### src/hdl/kms_pkg.sv
// Shared types and codes for the KMP stream matcher.
// Depends on nothing; every other file of the block imports it.
package kms_pkg;

  typedef enum logic {
    OP_PATTERN = 1'b0,
    OP_TEXT    = 1'b1
  } op_t;

  typedef enum logic [1:0] {
    ST_OK        = 2'd0,
    ST_MATCH     = 2'd1,
    ST_UNMATCHED = 2'd2,
    ST_TOO_LONG  = 2'd3
  } status_t;

  typedef enum logic {
    S_IDLE = 1'b0,
    S_LOOK = 1'b1
  } ctrl_state_t;

  localparam int unsigned POS_W = 32;

  typedef struct packed {
    status_t            status;
    logic [POS_W-1:0]   match_position;
  } result_t;

endpackage

### src/hdl/kms_ctrl.sv
// Sequencer of the KMP stream matcher: prefix table build, text search, counters.
// Walks failure links one per cycle through kms_mem; uses kms_pkg.
module kms_ctrl import kms_pkg::*; #(
  parameter int unsigned MAX_PATTERN = 512
) (
  input  logic                           clk,
  input  logic                           rst_n,
  input  logic                           req_fire,
  input  op_t                            req_op,
  input  logic [7:0]                     req_byte,
  input  logic                           req_first,
  input  logic                           req_last,
  output logic                           req_ready,
  input  logic                           out_room,
  output logic                           res_fire,
  output result_t                        res,
  output logic                           wr_en,
  output logic [$clog2(MAX_PATTERN)-1:0] wr_idx,
  output logic [7:0]                     wr_pat,
  output logic [$clog2(MAX_PATTERN)-1:0] wr_fail,
  output logic [$clog2(MAX_PATTERN)-1:0] rd_idx,
  output logic [$clog2(MAX_PATTERN)-1:0] rd_fidx,
  input  logic [7:0]                     rd_pat,
  input  logic [$clog2(MAX_PATTERN)-1:0] rd_fail
);

  localparam int unsigned AW = $clog2(MAX_PATTERN);
  localparam int unsigned LW = $clog2(MAX_PATTERN + 1);
  localparam logic [LW-1:0] MAX_LEN = LW'(MAX_PATTERN);

  ctrl_state_t       state_r, state_nxt;
  op_t               op_r;
  logic [7:0]        byte_r;
  logic              last_r;
  logic [LW-1:0]     k_r, k_nxt;
  logic [LW-1:0]     plen_r, plen_nxt;
  logic [LW-1:0]     bpl_r, bpl_nxt;
  logic [LW-1:0]     ml_r, ml_nxt;
  logic [POS_W-1:0]  tp_r, tp_nxt;
  logic              done_r, done_nxt;

  logic [LW-1:0]     start_k;
  logic [LW-1:0]     rd_k;
  logic [LW-1:0]     rd_km1;
  logic              hit;
  logic              fall;
  logic [LW-1:0]     kfin;
  logic [POS_W-1:0]  tp_inc;

  assign hit    = (rd_pat == byte_r);
  assign fall   = (k_r != '0) && !hit;
  assign kfin   = hit ? (k_r + LW'(1)) : k_r;
  assign tp_inc = tp_r + POS_W'(1);

  // starting prefix length of a new request, after the restart rules
  always_comb begin
    if (req_op == OP_PATTERN) begin
      start_k = req_first ? '0 : bpl_r;
    end else begin
      start_k = (req_first || (ml_r >= plen_r)) ? '0 : ml_r;
    end
  end

  assign rd_km1  = rd_k - LW'(1);
  assign rd_idx  = rd_k[AW-1:0];
  assign rd_fidx = rd_km1[AW-1:0];
  assign req_ready = (state_r == S_IDLE);

  always_comb begin
    state_nxt = state_r;
    k_nxt     = k_r;
    plen_nxt  = plen_r;
    bpl_nxt   = bpl_r;
    ml_nxt    = ml_r;
    tp_nxt    = tp_r;
    done_nxt  = done_r;
    rd_k      = k_r;
    res_fire  = 1'b0;
    res       = '{status: ST_OK, match_position: '0};
    wr_en     = 1'b0;
    wr_idx    = plen_r[AW-1:0];
    wr_pat    = byte_r;
    wr_fail   = kfin[AW-1:0];
    unique case (state_r)
      S_IDLE: begin
        rd_k = start_k;
        if (req_fire) begin
          k_nxt     = start_k;
          state_nxt = S_LOOK;
          if (req_op == OP_PATTERN) begin
            if (req_first) begin
              plen_nxt = '0;
              bpl_nxt  = '0;
            end
            tp_nxt   = '0;
            ml_nxt   = '0;
            done_nxt = 1'b0;
          end else if (req_first) begin
            tp_nxt   = '0;
            ml_nxt   = '0;
            done_nxt = 1'b0;
          end
        end
      end
      S_LOOK: begin
        if (op_r == OP_PATTERN) begin
          if (plen_r >= MAX_LEN) begin
            // drop the byte, pattern keeps its first MAX_PATTERN bytes
            if (out_room) begin
              res_fire   = 1'b1;
              res.status = ST_TOO_LONG;
              state_nxt  = S_IDLE;
            end
          end else if ((plen_r != '0) && fall) begin
            k_nxt = LW'(rd_fail);
            rd_k  = LW'(rd_fail);
          end else if (out_room) begin
            wr_en = 1'b1;
            if (plen_r == '0) begin
              wr_fail = '0;
              bpl_nxt = '0;
            end else begin
              bpl_nxt = kfin;
            end
            plen_nxt  = plen_r + LW'(1);
            res_fire  = 1'b1;
            state_nxt = S_IDLE;
          end
        end else begin
          if (done_r || (plen_r == '0)) begin
            if (out_room) begin
              res_fire  = 1'b1;
              state_nxt = S_IDLE;
              if (!done_r) begin
                // empty pattern matches at once, byte not consumed
                res.status         = ST_MATCH;
                res.match_position = tp_r;
                done_nxt           = 1'b1;
              end
            end
          end else if (fall) begin
            k_nxt = LW'(rd_fail);
            rd_k  = LW'(rd_fail);
          end else if (out_room) begin
            tp_nxt    = tp_inc;
            res_fire  = 1'b1;
            state_nxt = S_IDLE;
            if (kfin >= plen_r) begin
              res.status         = ST_MATCH;
              res.match_position = tp_inc - POS_W'(plen_r);
              done_nxt           = 1'b1;
              ml_nxt             = '0;
            end else begin
              ml_nxt = kfin;
              if (last_r) begin
                res.status = ST_UNMATCHED;
                done_nxt   = 1'b1;
              end
            end
          end
        end
      end
      default: state_nxt = S_IDLE;
    endcase
  end

  always_ff @(posedge clk) begin
    if (!rst_n) begin
      state_r <= S_IDLE;
      plen_r  <= '0;
      bpl_r   <= '0;
      ml_r    <= '0;
      tp_r    <= '0;
      done_r  <= 1'b0;
    end else begin
      state_r <= state_nxt;
      plen_r  <= plen_nxt;
      bpl_r   <= bpl_nxt;
      ml_r    <= ml_nxt;
      tp_r    <= tp_nxt;
      done_r  <= done_nxt;
    end
  end

  always_ff @(posedge clk) begin
    k_r <= k_nxt;
    if (req_fire) begin
      op_r   <= req_op;
      byte_r <= req_byte;
      last_r <= req_last;
    end
  end

  // a link walk never leaves the stored part of the pattern
  a_k_in_pattern: assert property (@(posedge clk) disable iff (!rst_n)
    (state_r == S_LOOK && plen_r != '0) |-> (k_r < plen_r))
    else $error("prefix length beyond stored pattern");

  a_ml_bound: assert property (@(posedge clk) disable iff (!rst_n)
    (ml_r == '0) || (ml_r < plen_r))
    else $error("matched length not below pattern length");

  a_bpl_bound: assert property (@(posedge clk) disable iff (!rst_n)
    (bpl_r == '0) || (bpl_r < plen_r))
    else $error("build prefix length not below pattern length");

  a_write_commits: assert property (@(posedge clk) disable iff (!rst_n)
    wr_en |-> (res_fire && state_r == S_LOOK && op_r == OP_PATTERN))
    else $error("table write outside a pattern commit");

endmodule
### config.mk
export PLATFORM = sky130hd
export DESIGN_NAME = kms_ctrl
export DESIGN_NICKNAME = d
export VERILOG_FILES = /design/src/hdl/kms_pkg.sv /design/src/hdl/kms_ctrl.sv
export SDC_FILE = /design/constraint.sdc
export NUM_CORES = 1
export LEC_CHECK = 0
export BUFFER_PORTS_ARGS = -buffer_cell sky130_fd_sc_hd__buf_2
export CAP_MARGIN = 40
export CORE_ASPECT_RATIO = 1.2
export CORE_UTILIZATION = 63
export DETAILED_ROUTE_END_ITERATION = 10
export GPL_TIMING_DRIVEN = 0
export MAX_ROUTING_LAYER = met4
export PLACE_DENSITY = 0.84
export SETUP_SLACK_MARGIN = 0.4
export SYNTH_ARGS = -nofsm -noshare
export SYNTH_HDL_FRONTEND = slang
export SYNTH_SLANG_ARGS = --single-unit
### constraint.sdc
create_clock -name clk -period 10.5 [get_ports clk]
set_clock_uncertainty 0.15 [all_clocks]
set_input_delay 1.575 -clock clk [delete_from_list [all_inputs] [get_ports clk]]
set_output_delay 1.575 -clock clk [all_outputs]
set_load 0.03 [all_outputs]
# Word-level counts from Yosys, hierarchy flattened
# Index checks and enable logic that the tools add are counted.
[totals]
regBits = 84
latch_bits = 0
ramBits = 0
mem_bits_ro = 0
in_bits = 32
output_inout_bits = 81
wordCells = 139
memories = 0
[op_classes]
n_addsub = 5
mul = 0
n_div = 0
n_lt_le_gt_ge = 3
n_eq_ne = 16
n_shift = 0
n_mux = 92
bitwise_logic = 1
n_reduce_logical = 12
[op_table]
columns = ["op", "count"]
rows = [
  ["2-to-1 mux 10 bit", 31],
  ["2-to-1 mux 32 bit", 9],
  ["2-to-1 mux 34 bit", 4],
  ["case mux 10 bit (2 select lines)", 4],
  ["2-to-1 mux 33 bit", 2],
  ["case mux 32 bit (2 select lines)", 1],
  ["2-to-1 mux 9 bit", 6],
  ["adder 32 x 1 -> 32 bit (second input constant)", 1],
  ["subtractor 32 x 10 -> 32 bit", 1],
  ["2-to-1 mux 1 bit", 27],
  ["adder 10 x 1 -> 10 bit (second input constant)", 2],
  ["greater-or-equal comparator 10 bit", 2],
  ["nonzero test 10 bit", 2],
  ["!= test 2 bit (second input constant)", 9],
  ["case mux 9 bit (2 select lines)", 1],
  ["AND reduction 7 bit", 2],
  ["AND reduction 6 bit", 2],
  ["greater-or-equal comparator 10 bit (second input constant)", 1],
  ["zero test 10 bit", 1],
  ["2-to-1 mux 2 bit", 5],
  ["subtractor 9 x 1 -> 9 bit (second input constant)", 1],
  ["== test 8 bit", 1],
  ["!= test 3 x 2 -> 1 bit (second input constant)", 2],
  ["!= test 3 bit (second input constant)", 2],
  ["other kinds (7)", 10],
]

# Logic depth before layout (Yosys ltp)
# Gate-level depths: netlist (run 1).
[depth]
word_depth = 9
depth_mapped = 15
mapped_depth_nobuf = 15

# Worst setup path after synthesis (run 1)
# OpenSTA, ideal clock, no wires.
[synth_path]
path_type = "input-to-output"
from = "in rd_pat[6]"
to = "out rd_fidx[6]"
arrival_ns = 5.158
required_time_ns = 8.775
slack_ns = 3.617
stages = 10
n_path_buf = 1
cell_sequence = "xnor2_1 -> nand4_1 -> o21ai_1 -> clkbuf_1 -> nor3_1 -> a2111oi_1 -> ha_1 -> nand2_1 -> nor4_1 -> xor2_1"
[synth_via]
elab_chain_len = 9
word_cells_on_any_way = 11
cone_classes = "1 x add/sub; 1 x eq/ne; 6 x mux; 3 x reduce/logical"
[synth_lines]
columns = ["item", "line", "rtl"]
rows = [
  ["start: declaration", "kms_ctrl.sv:23", "input logic [7:0] rd_pat,"],
  ["== test 8 bit *", "kms_ctrl.sv:50", "assign hit = (rd_pat == byte_r);"],
  ["zero test 1 bit *", "kms_ctrl.sv:51", "assign fall = (k_r != '0) && !hit;"],
  ["logical AND 1 bit *", "kms_ctrl.sv:51", ""],
  ["logical AND 1 bit", "kms_ctrl.sv:114", "end else if ((plen_r != '0) && fall) begin"],
  ["2-to-1 mux 10 bit (2 in a row)", "-", ""],
  ["2-to-1 mux 10 bit *", "-", ""],
  ["case mux 9 bit (2 select lines) *", "kms_ctrl.sv:84", "unique case (state_r)"],
  ["subtractor 9 x 1 -> 9 bit *", "kms_ctrl.sv:64", "assign rd_km1 = rd_k - LW'(1);"],
  ["end: declaration", "kms_ctrl.sv:22", "output logic [$clog2(MAX_PATTERN)-1:0] rd_fidx,"],
]
# Every way passes the cells marked *; elsewhere a longest branch is shown, timed or not.

==> impl_metrics.json, run 1 <==
{
  "worstPathRequired_ns": 8.78,
  "dieArea_sq_um": 12000,
  "grt_pass1_wl_microns": 35900,
  "setup_ws_ns": 2.86,
  "io_pins": 113,
  "portBuffers": 111,
  "crit_slowest_cell": "nor4_1",
  "power_uw": 873,
  "cts_tree": "done",
  "syn-instance-count": 927,
  "grt_pass1_vias": 7224,
  "vias": 7721,
  "timing.fmax_mhz": 131,
  "path_buf_inv": 2,
  "p_leak_nw": 3.39,
  "cp-end-kind": "primary output",
  "finalMaxSlewViolations": 0,
  "cap_violations": 0,
  "dp_hpwl_microns": 16700,
  "antenna_found_initial": 0,
  "synth_cell_types": 76,
  "path_class": "input pin to primary output",
  "tns_ns": 0,
  "synth_most_common_cell": "nor2_1",
  "h-tree-depth": 3,
  "drc": 0,
  "synth.cells.most_frequent": "69 x nor2_1, 64 x dfxtp_1, 57 x xnor2_1, 52 x nand2_1, 48 x inv_1",
  "syn_to_final_growth_pct": 14.9,
  "synthesis.area_sq_um": 7270,
  "cp_max_fo": 10,
  "nets": 1120,
  "yosysTopAreaCellShare_pct": 17.6,
  "dp_cells": 1194,
  "status": "completed",
  "relSlewSlack_pct": 38.2,
  "cts_root_buffer": "clkbuf_16",
  "synth_area_leader_cell": "dfxtp_1",
  "async_flop_share_pct": 0,
  "finalHoldViolCount": 0,
  "stdcell_area_sq_um": 8350,
  "n_antenna_cell": 0,
  "cts_buffer_depth": 2,
  "avgSynthCellArea_sq_um": 7.84,
  "fillerInstances": 948,
  "max-vdd-ir-drop_mv": 0.0794,
  "drive_gt1_share_pct": 17.9,
  "setup_violations": 0,
  "die_w_microns": 100,
  "ys_warn_count": 0,
  "ctsHoldBuffers": 0,
  "critical_path.max_stage_delay_ns": 0.62,
  "period_share_pct": 72.7,
  "grt_usage_pct": 39.5,
  "wl_per_cell_microns": 18.8,
  "crit_arrival_ns": 5.91,
  "path_clk_slew_ns": 0.06,
  "powerDensity_nw_per_um2": 105,
  "grt_max_degree": 16,
  "startpoint_type": "input pin",
  "cts_resized": 0,
  "synth-seq-area-share_pct": 25.9,
  "syn_nets": 996,
  "cts_buffers": 9,
  "overflow": 0,
  "ys_ff_latch": 84,
  "wirelength_microns": 22700,
  "synthFlopType": "dfxtp_1",
  "final_cells": 1210,
  "rsz0062_at_grt": "no",
  "initial_core_util_pct": 65.2,
  "drtIter0Drc": 637,
  "die_h_microns": 120,
  "place_area_sq_um": 8030,
  "hold_path.class": "flip-flop to flip-flop",
  "dp_slack_ns": 2.94,
  "fin_crit_ns": 7.64,
  "clk_latency_ns": 0.35,
  "place_congestion": 0.978,
  "cp_cell_sequence": "buf_2, xnor2_1, nand4_1, nor4_1, nand4_1, xnor2_1, ha_1, a21o_1, a21o_1, a2111oi_0, o21a_1, nor2_1, nand2_1, a211oi_1, a211o_1, buf_2",
  "synth_area_leaders": "dfxtp_1 18%, edfxtp_1 8.3%, xnor2_1 6.9%",
  "fp.coreArea_sq_um": 11100,
  "rows": 42,
  "crit_family": "simple AND/OR/NAND/NOR gates",
  "post-cts-setup-buffers": 0,
  "tightestPinTransition_ns": 0.925,
  "synth_edf_count": 20,
  "drtAntennaViolNets": 0,
  "drt_pre_antenna_iters": 5,
  "clock_sinks": 84,
  "vias_per_cell": 6.38
}
cells by family after synthesis:
| logic type | count (synthesis) | share of synthesized area, % |
|---|---|---|
| multiplexers | 3 | 0.413 |
| AO/OA/AOI/OAI | 218 | 20.7 |
| adder cells (fa/ha/maj) | 37 | 6.47 |
| AND/OR/NAND/NOR | 390 | 29.8 |
| flip-flops | 84 | 25.9 |
| buffers and inverters | 123 | 7.87 |
| XOR/XNOR | 72 | 8.78 |
state kept, by name (all words and copies together) (netlist names):
name and count:
bpl_r 10, done_r 1, k_r 10, last_r 1, ml_r 10, op_r 1, plen_r 10, state_r 1
tp_r 32, wr_pat 8
layout make-up:
cell class	count	area, sq um	area share (%)
multi-input combinational	720	4810	57.7
sequential	84	1880	22.5
timing repair buffer	113	566	6.78
buffer	75	392	4.69
clock buffer	9	225	2.70
tap	154	193	2.31
inverter	48	180	2.16
clock inverter	7	96.3	1.15
worst min-delay path, delay by kind of cell (launching register included):
| kind | cells | cell delay (ns) |
|---|---|---|
| DFF | 1 | 0.32 |
| AOI/OAI and AO/OA | 1 | 0.08 |
| and+or+nand+nor | 1 | 0.10 |
stage by stage:
step / utilization, % / hold slack, ns
2_1_floorplan: - / 0.342
3_3_place_gp: 71.9 / 0.357
3_5_place_dp: 72.0 / 0.370
4_1_cts: 74.9 / 0.385
5_1_grt: 74.9 / 0.415
6_report: 74.9 / 0.387
final timing paths:
check | to | cells after the start | startpoint | slack, ns
worst max-delay path | res[24] | 16 | rd_pat[4] | 2.86
worst max register to register | ml_r[5] | 14 | wr_pat[7] | 5.65
worst min register to register | bpl_r[1] | 2 | bpl_r[1] | 0.39
worst min-delay path | bpl_r[1] | 2 | bpl_r[1] | 0.39
layout by cell type (no fill, tap or decap), drive strengths merged, types with 12 or more instances in the layout:
master	n
xnor2	58
and3	18
dfxtp	64
nand4	24
nand2	54
a22oi	29
buf	150
clkbuf	47
nor4	16
and2	26
and4	12
nor2	69
inv	51
nand3	48
or3	12
nor2b	40
o21ai	52
a21oi	40
ha	36
nor3	44
xor2	14
edfxtp	20
power by group:
part	internal [mW]	switching, mW	total (mW)
Sequential	0.340	0.00929	0.349
Clock	0.210	0.148	0.358
Combinational	0.0530	0.112	0.165
Total	0.603	0.270	0.873
per-layer routing:
layer	track usage (%)	up-vias	share of wire, %
met5	-	-	0
met4	22.4	0	4.8
met3	7.75	92	10
met2	64.1	490	48
met1	45.6	3536	37
li1	-	3603	-
Note: power is estimated with default switching activity, not from simulation.
==> run 2, diff against run 1 <==
--- a/config.mk
+++ b/config.mk
@@ -8,11 +8,11 @@
 export BUFFER_PORTS_ARGS = -buffer_cell sky130_fd_sc_hd__buf_2
 export CAP_MARGIN = 40
 export CORE_ASPECT_RATIO = 1.2
-export CORE_UTILIZATION = 63
+export CORE_UTILIZATION = 59
 export DETAILED_ROUTE_END_ITERATION = 10
 export GPL_TIMING_DRIVEN = 0
 export MAX_ROUTING_LAYER = met4
-export PLACE_DENSITY = 0.84
+export PLACE_DENSITY = 0.79
 export SETUP_SLACK_MARGIN = 0.4
 export SYNTH_ARGS = -nofsm -noshare
 export SYNTH_HDL_FRONTEND = slang
==> constraint.sdc (replaced) <==
create_clock -name clk -period 7.5 [get_ports clk]
set_clock_uncertainty 0.15 [all_clocks]
set_input_delay 1.125 -clock clk [delete_from_list [all_inputs] [get_ports clk]]
set_output_delay 1.125 -clock clk [all_outputs]
set_load 0.03 [all_outputs]
==> run 2 against run 1 <==
  * Final area grew 0.13%
  * Die area grew 6.7%
  * Via count shrank 1.3%
  * Count of clock-buffer cells in the layout grew 1
  * Final cell count grew 0.66%
  * Hold slack gained 0.0025 ns
  * Global-route usage shrank 1.9 points
  * Worst setup slack lost 2.3 ns
  * Sequential cell count is the same
==> impl_metrics.json, run 2 (same netlist as run 1, synthesis figures left out) <==
{
  "drc": 0,
  "relSlewSlack_pct": 43.6,
  "grt_max_degree": 16,
  "min_path_cells": 2,
  "clk_latency_ns": 0.35,
  "cts_buffer_depth": 2,
  "hold_path.class": "flip-flop to flip-flop",
  "vias_per_cell": 6.26,
  "startpoint_type": "input pin",
  "portBuffers": 111,
  "antenna_found_initial": 0,
  "grt_pass1_vias": 6994,
  "wl_per_cell_microns": 18.9,
  "io_pins": 113,
  "overflow": 0,
  "dp_slack_ns": 0.851,
  "rows": 44,
  "syn_to_final_growth_pct": 15.0,
  "worstPathRequired_ns": 6.22,
  "cts_tree": "done",
  "setup_violations": 0,
  "vias": 7623,
  "ctsHoldBuffers": 0,
  "r2r-end": "ml_r[0]",
  "initial_core_util_pct": 60.3,
  "die_h_microns": 124,
  "finalMaxSlewViolations": 0,
  "post-cts-setup-buffers": 0,
  "status": "completed",
  "max-vdd-ir-drop_mv": 0.175,
  "hold_start": "bpl_r[6]",
  "hold_end": "bpl_r[6]",
  "wl_met3_microns": 2070,
  "timing.fmax_mhz": 145,
  "p_leak_nw": 3.40,
  "rr_worst_depth": 14,
  "drtAntennaViolNets": 0,
  "powerDensity_nw_per_um2": 145,
  "n_antenna_cell": 0,
  "grt_pass1_wl_microns": 35300,
  "timing.rr.start": "wr_pat[5]",
  "wirelength_microns": 23000,
  "regMostFlops": "tp_r",
  "dp_hpwl_microns": 16900,
  "met1Wirelength_microns": 8820,
  "place_congestion": 0.978,
  "layout_commonest_cell": "buf_2",
  "wl_met2_microns": 10800,
  "cp-end-kind": "primary output",
  "h-tree-depth": 3,
  "cts_buffers": 9,
  "die_w_microns": 103,
  "nets": 1121,
  "crit_arrival_ns": 5.62,
  "fillerInstances": 1004,
  "tns_ns": 0,
  "path_clk_slew_ns": 0.06,
  "cap_violations": 0,
  "path_class": "input pin to primary output",
  "finalHoldViolCount": 0,
  "tightestPinTransition_ns": 0.841,
  "setup_ws_ns": 0.609,
  "dieArea_sq_um": 12800,
  "cts_resized": 0,
  "largest_reg_flops": 32,
  "drt_pre_antenna_iters": 5,
  "cts_root_buffer": "clkbuf_16",
  "topRoutingLayerUsed": "met4",
  "fp.coreArea_sq_um": 12100,
  "clock_sinks": 84,
  "drive_gt1_share_pct": 17.9,
  "layout_common_cells": "123 x buf_2, 69 x nor2_1, 64 x dfxtp_1",
  "fin_crit_ns": 6.89,
  "grt_usage_pct": 37.6,
  "drtIter0Drc": 585,
  "rsz0062_at_grt": "no",
  "rrSetupSlack_ns": 2.54,
  "period_share_pct": 91.9,
  "cp_max_fo": 10
}
## run 2: metal layers
layer / vias to the layer above / global-route usage, %
li1: 3601 / -
met1: 3501 / 44.1
met2: 422 / 60.3
met3: 99 / 6.57
met4: 0 / 22.1
met5: - / -
## run 2: through the flow
stage | util [%] | hold WS [ns] | std cells | instance area (sq um) | total power [mW]
final | 69.3 | 0.389 | 1218 | 8360 | 1.21
after global routing | 69.3 | 0.428 | 1218 | 8360 | 1.24
after CTS | 69.3 | 0.389 | 1218 | 8360 | 1.20
after detailed placement | 66.7 | 0.369 | 1202 | 8040 | 0.726
after global placement | 66.6 | 0.358 | 1199 | 8020 | 0.723
after floorplan | - | 0.342 | 927 | 7270 | 0.652
## run 2: area by class of cell
| cell class | count | area [sq um] | share of cell area, % |
|---|---|---|---|
| clock buffer | 10 | 250 | 2.99 |
| sequential | 84 | 1880 | 22.5 |
| tap | 161 | 201 | 2.41 |
| multi-input combinational | 720 | 4810 | 57.6 |
| clock inverter | 6 | 70.1 | 0.838 |
| inverter | 48 | 180 | 2.16 |
| buffer | 75 | 392 | 4.69 |
| timing repair buffer | 114 | 569 | 6.81 |
## run 2: worst max-delay path, stage by stage
cell and delay (ns):
buf_2 0.10, xnor2_1 0.13, nand4_1 0.25, nor4_1 0.64, nand4_1 0.19, xnor2_1 0.56, ha_1 0.25, and4_1 0.21
o21ai_0 0.09, o21a_1 0.23, nor3_1 0.69, buf_2 0.33, buf_2 0.28, o21ai_0 0.13, a21oi_1 0.17, buf_2 0.23
## run 2: power by group
group	internal [mW]	total (mW)	switching (mW)
clock network	0.281	0.491	0.209
logic	0.0743	0.233	0.158
registers	0.476	0.489	0.0133
## run 2: how the worst max path moves through the flow
stage          slack (ns)    endpoint       from
6_report             0.61     res[21]  rd_pat[7]
5_1_grt              0.40     res[15]  rd_pat[5]
4_1_cts              0.82     res[27]  rd_pat[4]
3_5_place_dp         0.85     res[21]  rd_pat[4]
3_3_place_gp         0.42     res[21]  rd_pat[4]
2_1_floorplan        1.52  rd_fidx[6]  rd_pat[6]
==> run 3, diff against run 2 <==
--- a/config.mk
+++ b/config.mk
@@ -5,6 +5,7 @@
 export SDC_FILE = /design/constraint.sdc
 export NUM_CORES = 1
 export LEC_CHECK = 0
+export ABC_AREA = 1
 export BUFFER_PORTS_ARGS = -buffer_cell sky130_fd_sc_hd__buf_2
 export CAP_MARGIN = 40
 export CORE_ASPECT_RATIO = 1.2
==> run 3 against run 2 <==
  * The run now ends with DRC left
  * Sequential share of layout area decreased by 0.90 points
  * Die area grew 4.8%
  * Sequential cell count is the same
  * Count of clock-buffer cells in the layout shrank 1
  * Power rose by 5.9%
  * Core utilization is 0.29 points lower
  * Highest routed layer unchanged
==> impl_metrics.json, run 3 <==
{
  "drtAntennaViolNets": 0,
  "critical_path.max_stage_delay_ns": 0.54,
  "synth-seq-area-share_pct": 24.7,
  "cp-end-kind": "primary output",
  "vias_per_cell": 5.53,
  "path_class": "input pin to primary output",
  "fillerInstances": 1217,
  "internal_power_uw": 851,
  "layout_common_cells": "340 x nand2_1, 149 x inv_1, 134 x nor2_1",
  "p_leak_nw": 4.30,
  "vias": 8385,
  "fin_util_pct": 69.0,
  "hold-worst-slack_ns": 0.317,
  "async_flop_share_pct": 0,
  "h-tree-depth": 3,
  "hold_path.class": "flip-flop to flip-flop",
  "worstPathRequired_ns": 6.22,
  "synthFlopType": "dfxtp_1",
  "p_seq_share_pct": 38.0,
  "crit_family": "simple AND/OR/NAND/NOR gates",
  "final_cells": 1515,
  "overflow": 0,
  "p_clk_share_pct": 39.8,
  "regMostFlops": "tp_r",
  "power_mw": 1.28,
  "grt_max_degree": 16,
  "synth_area_leader_cell": "dfxtp_1",
  "p_switching_uw": 433,
  "initial_core_util_pct": 60.4,
  "layout_commonest_cell": "nand2_1",
  "synth_cell_types": 51,
  "synth.cells.most_frequent": "340 x nand2_1, 149 x inv_1, 134 x nor2_1, 115 x a21oi_1, 91 x nand3_1",
  "status": "finished with violations",
  "yosysTopAreaCellShare_pct": 16.8,
  "portBuffers": 112,
  "clock_sinks": 84,
  "syn_to_final_growth_pct": 14.3,
  "ys_warn_count": 0,
  "critPathMostFrequentCell": "nand2_1",
  "post-cts-setup-buffers": 0,
  "antenna_found_initial": 0,
  "clk_latency_ns": 0.36,
  "cap_violations": 0,
  "dp_slack_ns": 1.17,
  "cts_buffer_depth": 2,
  "wl_per_cell_microns": 15.9,
  "tightestPinTransition_ns": 0.820,
  "period_share_pct": 85.9,
  "rsz0062_at_grt": "no",
  "n_antenna_cell": 0,
  "avgSynthCellArea_sq_um": 6.23,
  "place_area_sq_um": 8380,
  "io_pins": 113,
  "p_sw_share_pct": 33.7,
  "timing.fmax_mhz": 155,
  "startpoint_type": "input pin",
  "grt_pass1_wl_microns": 37900,
  "setup_ws_ns": 1.06,
  "synth_area_leaders": "dfxtp_1 17%, nand2_1 17%, edfxtp_1 7.9%",
  "finalMaxSlewViolations": 0,
  "synth_most_common_cell": "nand2_1",
  "cts_resized": 0,
  "ctsHoldBuffers": 0,
  "synthesis.area_sq_um": 7620,
  "drt_pre_antenna_iters": 8,
  "stdcell_area_sq_um": 8710,
  "ys_ff_latch": 84,
  "die_h_microns": 126,
  "path_buf_inv": 6,
  "synth_edf_count": 20,
  "crit_arrival_ns": 5.17,
  "grt_pass1_vias": 7770,
  "rows": 45,
  "fp.coreArea_sq_um": 12600,
  "min_path_cells": 2,
  "drive_gt1_share_pct": 16.8,
  "setup_violations": 0,
  "syn-instance-count": 1223,
  "worst-path-stages": 26,
  "grt_usage_pct": 37.4,
  "finalHoldViolCount": 0,
  "dieArea_sq_um": 13400,
  "rr_worst_depth": 24,
  "relSlewSlack_pct": 44.9,
  "dp_hpwl_microns": 19000,
  "crit_slowest_cell": "clkbuf_1",
  "tns_ns": 0,
  "cts_buffers": 9,
  "violations": "DRC",
  "wirelength_microns": 24000,
  "drc": 2,
  "cts_root_buffer": "clkbuf_16",
  "fin_crit_ns": 6.44,
  "path_clk_slew_ns": 0.06,
  "largest_reg_flops": 32,
  "powerDensity_nw_per_um2": 147,
  "dp_cells": 1499,
  "combPwrFrac_pct": 22.1,
  "cts_tree": "done",
  "die_w_microns": 106,
  "cp_max_fo": 10,
  "drtIter0Drc": 523,
  "nets": 1415,
  "place_congestion": 1.01,
  "syn_nets": 1292,
  "max-vdd-ir-drop_mv": 0.150
}
[run 3: cell types whose count changed in the layout (fill, tap and decap cells not counted), sizes merged, moves of 45 or more]
cell   previous run  this run
a21oi            40       115
inv              49       160
nand2            54       360
nand3            48        97
nor2             69       159
xnor2            58        13
[run 3: cells by family after synthesis]
group / count (synthesis) / share of synthesized area (%)
and+or+nand+nor: 674 / 39.9
buffers and inverters: 211 / 11.6
AOI/OAI and AO/OA: 180 / 13.0
DFF: 84 / 24.7
xor gates and xnor gates: 37 / 4.60
adders and majority gates: 37 / 6.18
[run 3: power groups by stage]
| stage | sequential [mW] | combinational, mW | clock (mW) |
|---|---|---|---|
| floorplan | 0.503 | 0.190 | 0 |
| finish | 0.488 | 0.284 | 0.512 |
| global route | 0.490 | 0.309 | 0.526 |
| detailed placement | 0.498 | 0.279 | 0 |
| global placement | 0.498 | 0.277 | 0 |
| CTS | 0.488 | 0.282 | 0.511 |
[run 3: layout make-up]
cell class / instances / area, sq um / area share [%]
buffer: 51 / 283 / 3.25
clock buffer: 9 / 225 / 2.59
clock inverter: 7 / 97.6 / 1.12
inverter: 160 / 602 / 6.91
multi-input combinational: 928 / 4850 / 55.7
sequential: 84 / 1880 / 21.6
tap: 164 / 205 / 2.36
timing repair buffer: 112 / 561 / 6.44
[run 3: tightest hold or removal path, stage by stage (launching register included)]
cell	delay [ns]
dfxtp_1	0.31
nand2_1	0.06
a21oi_1	0.05
[run 3: path summary, 6_finish.rpt]
path	startpoint	to	slack [ns]
worst min-delay path	bpl_r[8]	bpl_r[8]	0.32
worst max-delay path	rd_pat[5]	res[21]	1.06
worst max register to register	wr_pat[4]	ml_r[8]	3.58
worst min register to register	bpl_r[8]	bpl_r[8]	0.32
[run 3: per-layer routing]
layer,wire (microns),GRT usage [%],part of all wire (%)
met1,9430,41.1,39
met2,11600,64.0,48
met3,1520,4.98,6.3
met4,1440,23.2,6.0
met5,0,-,0
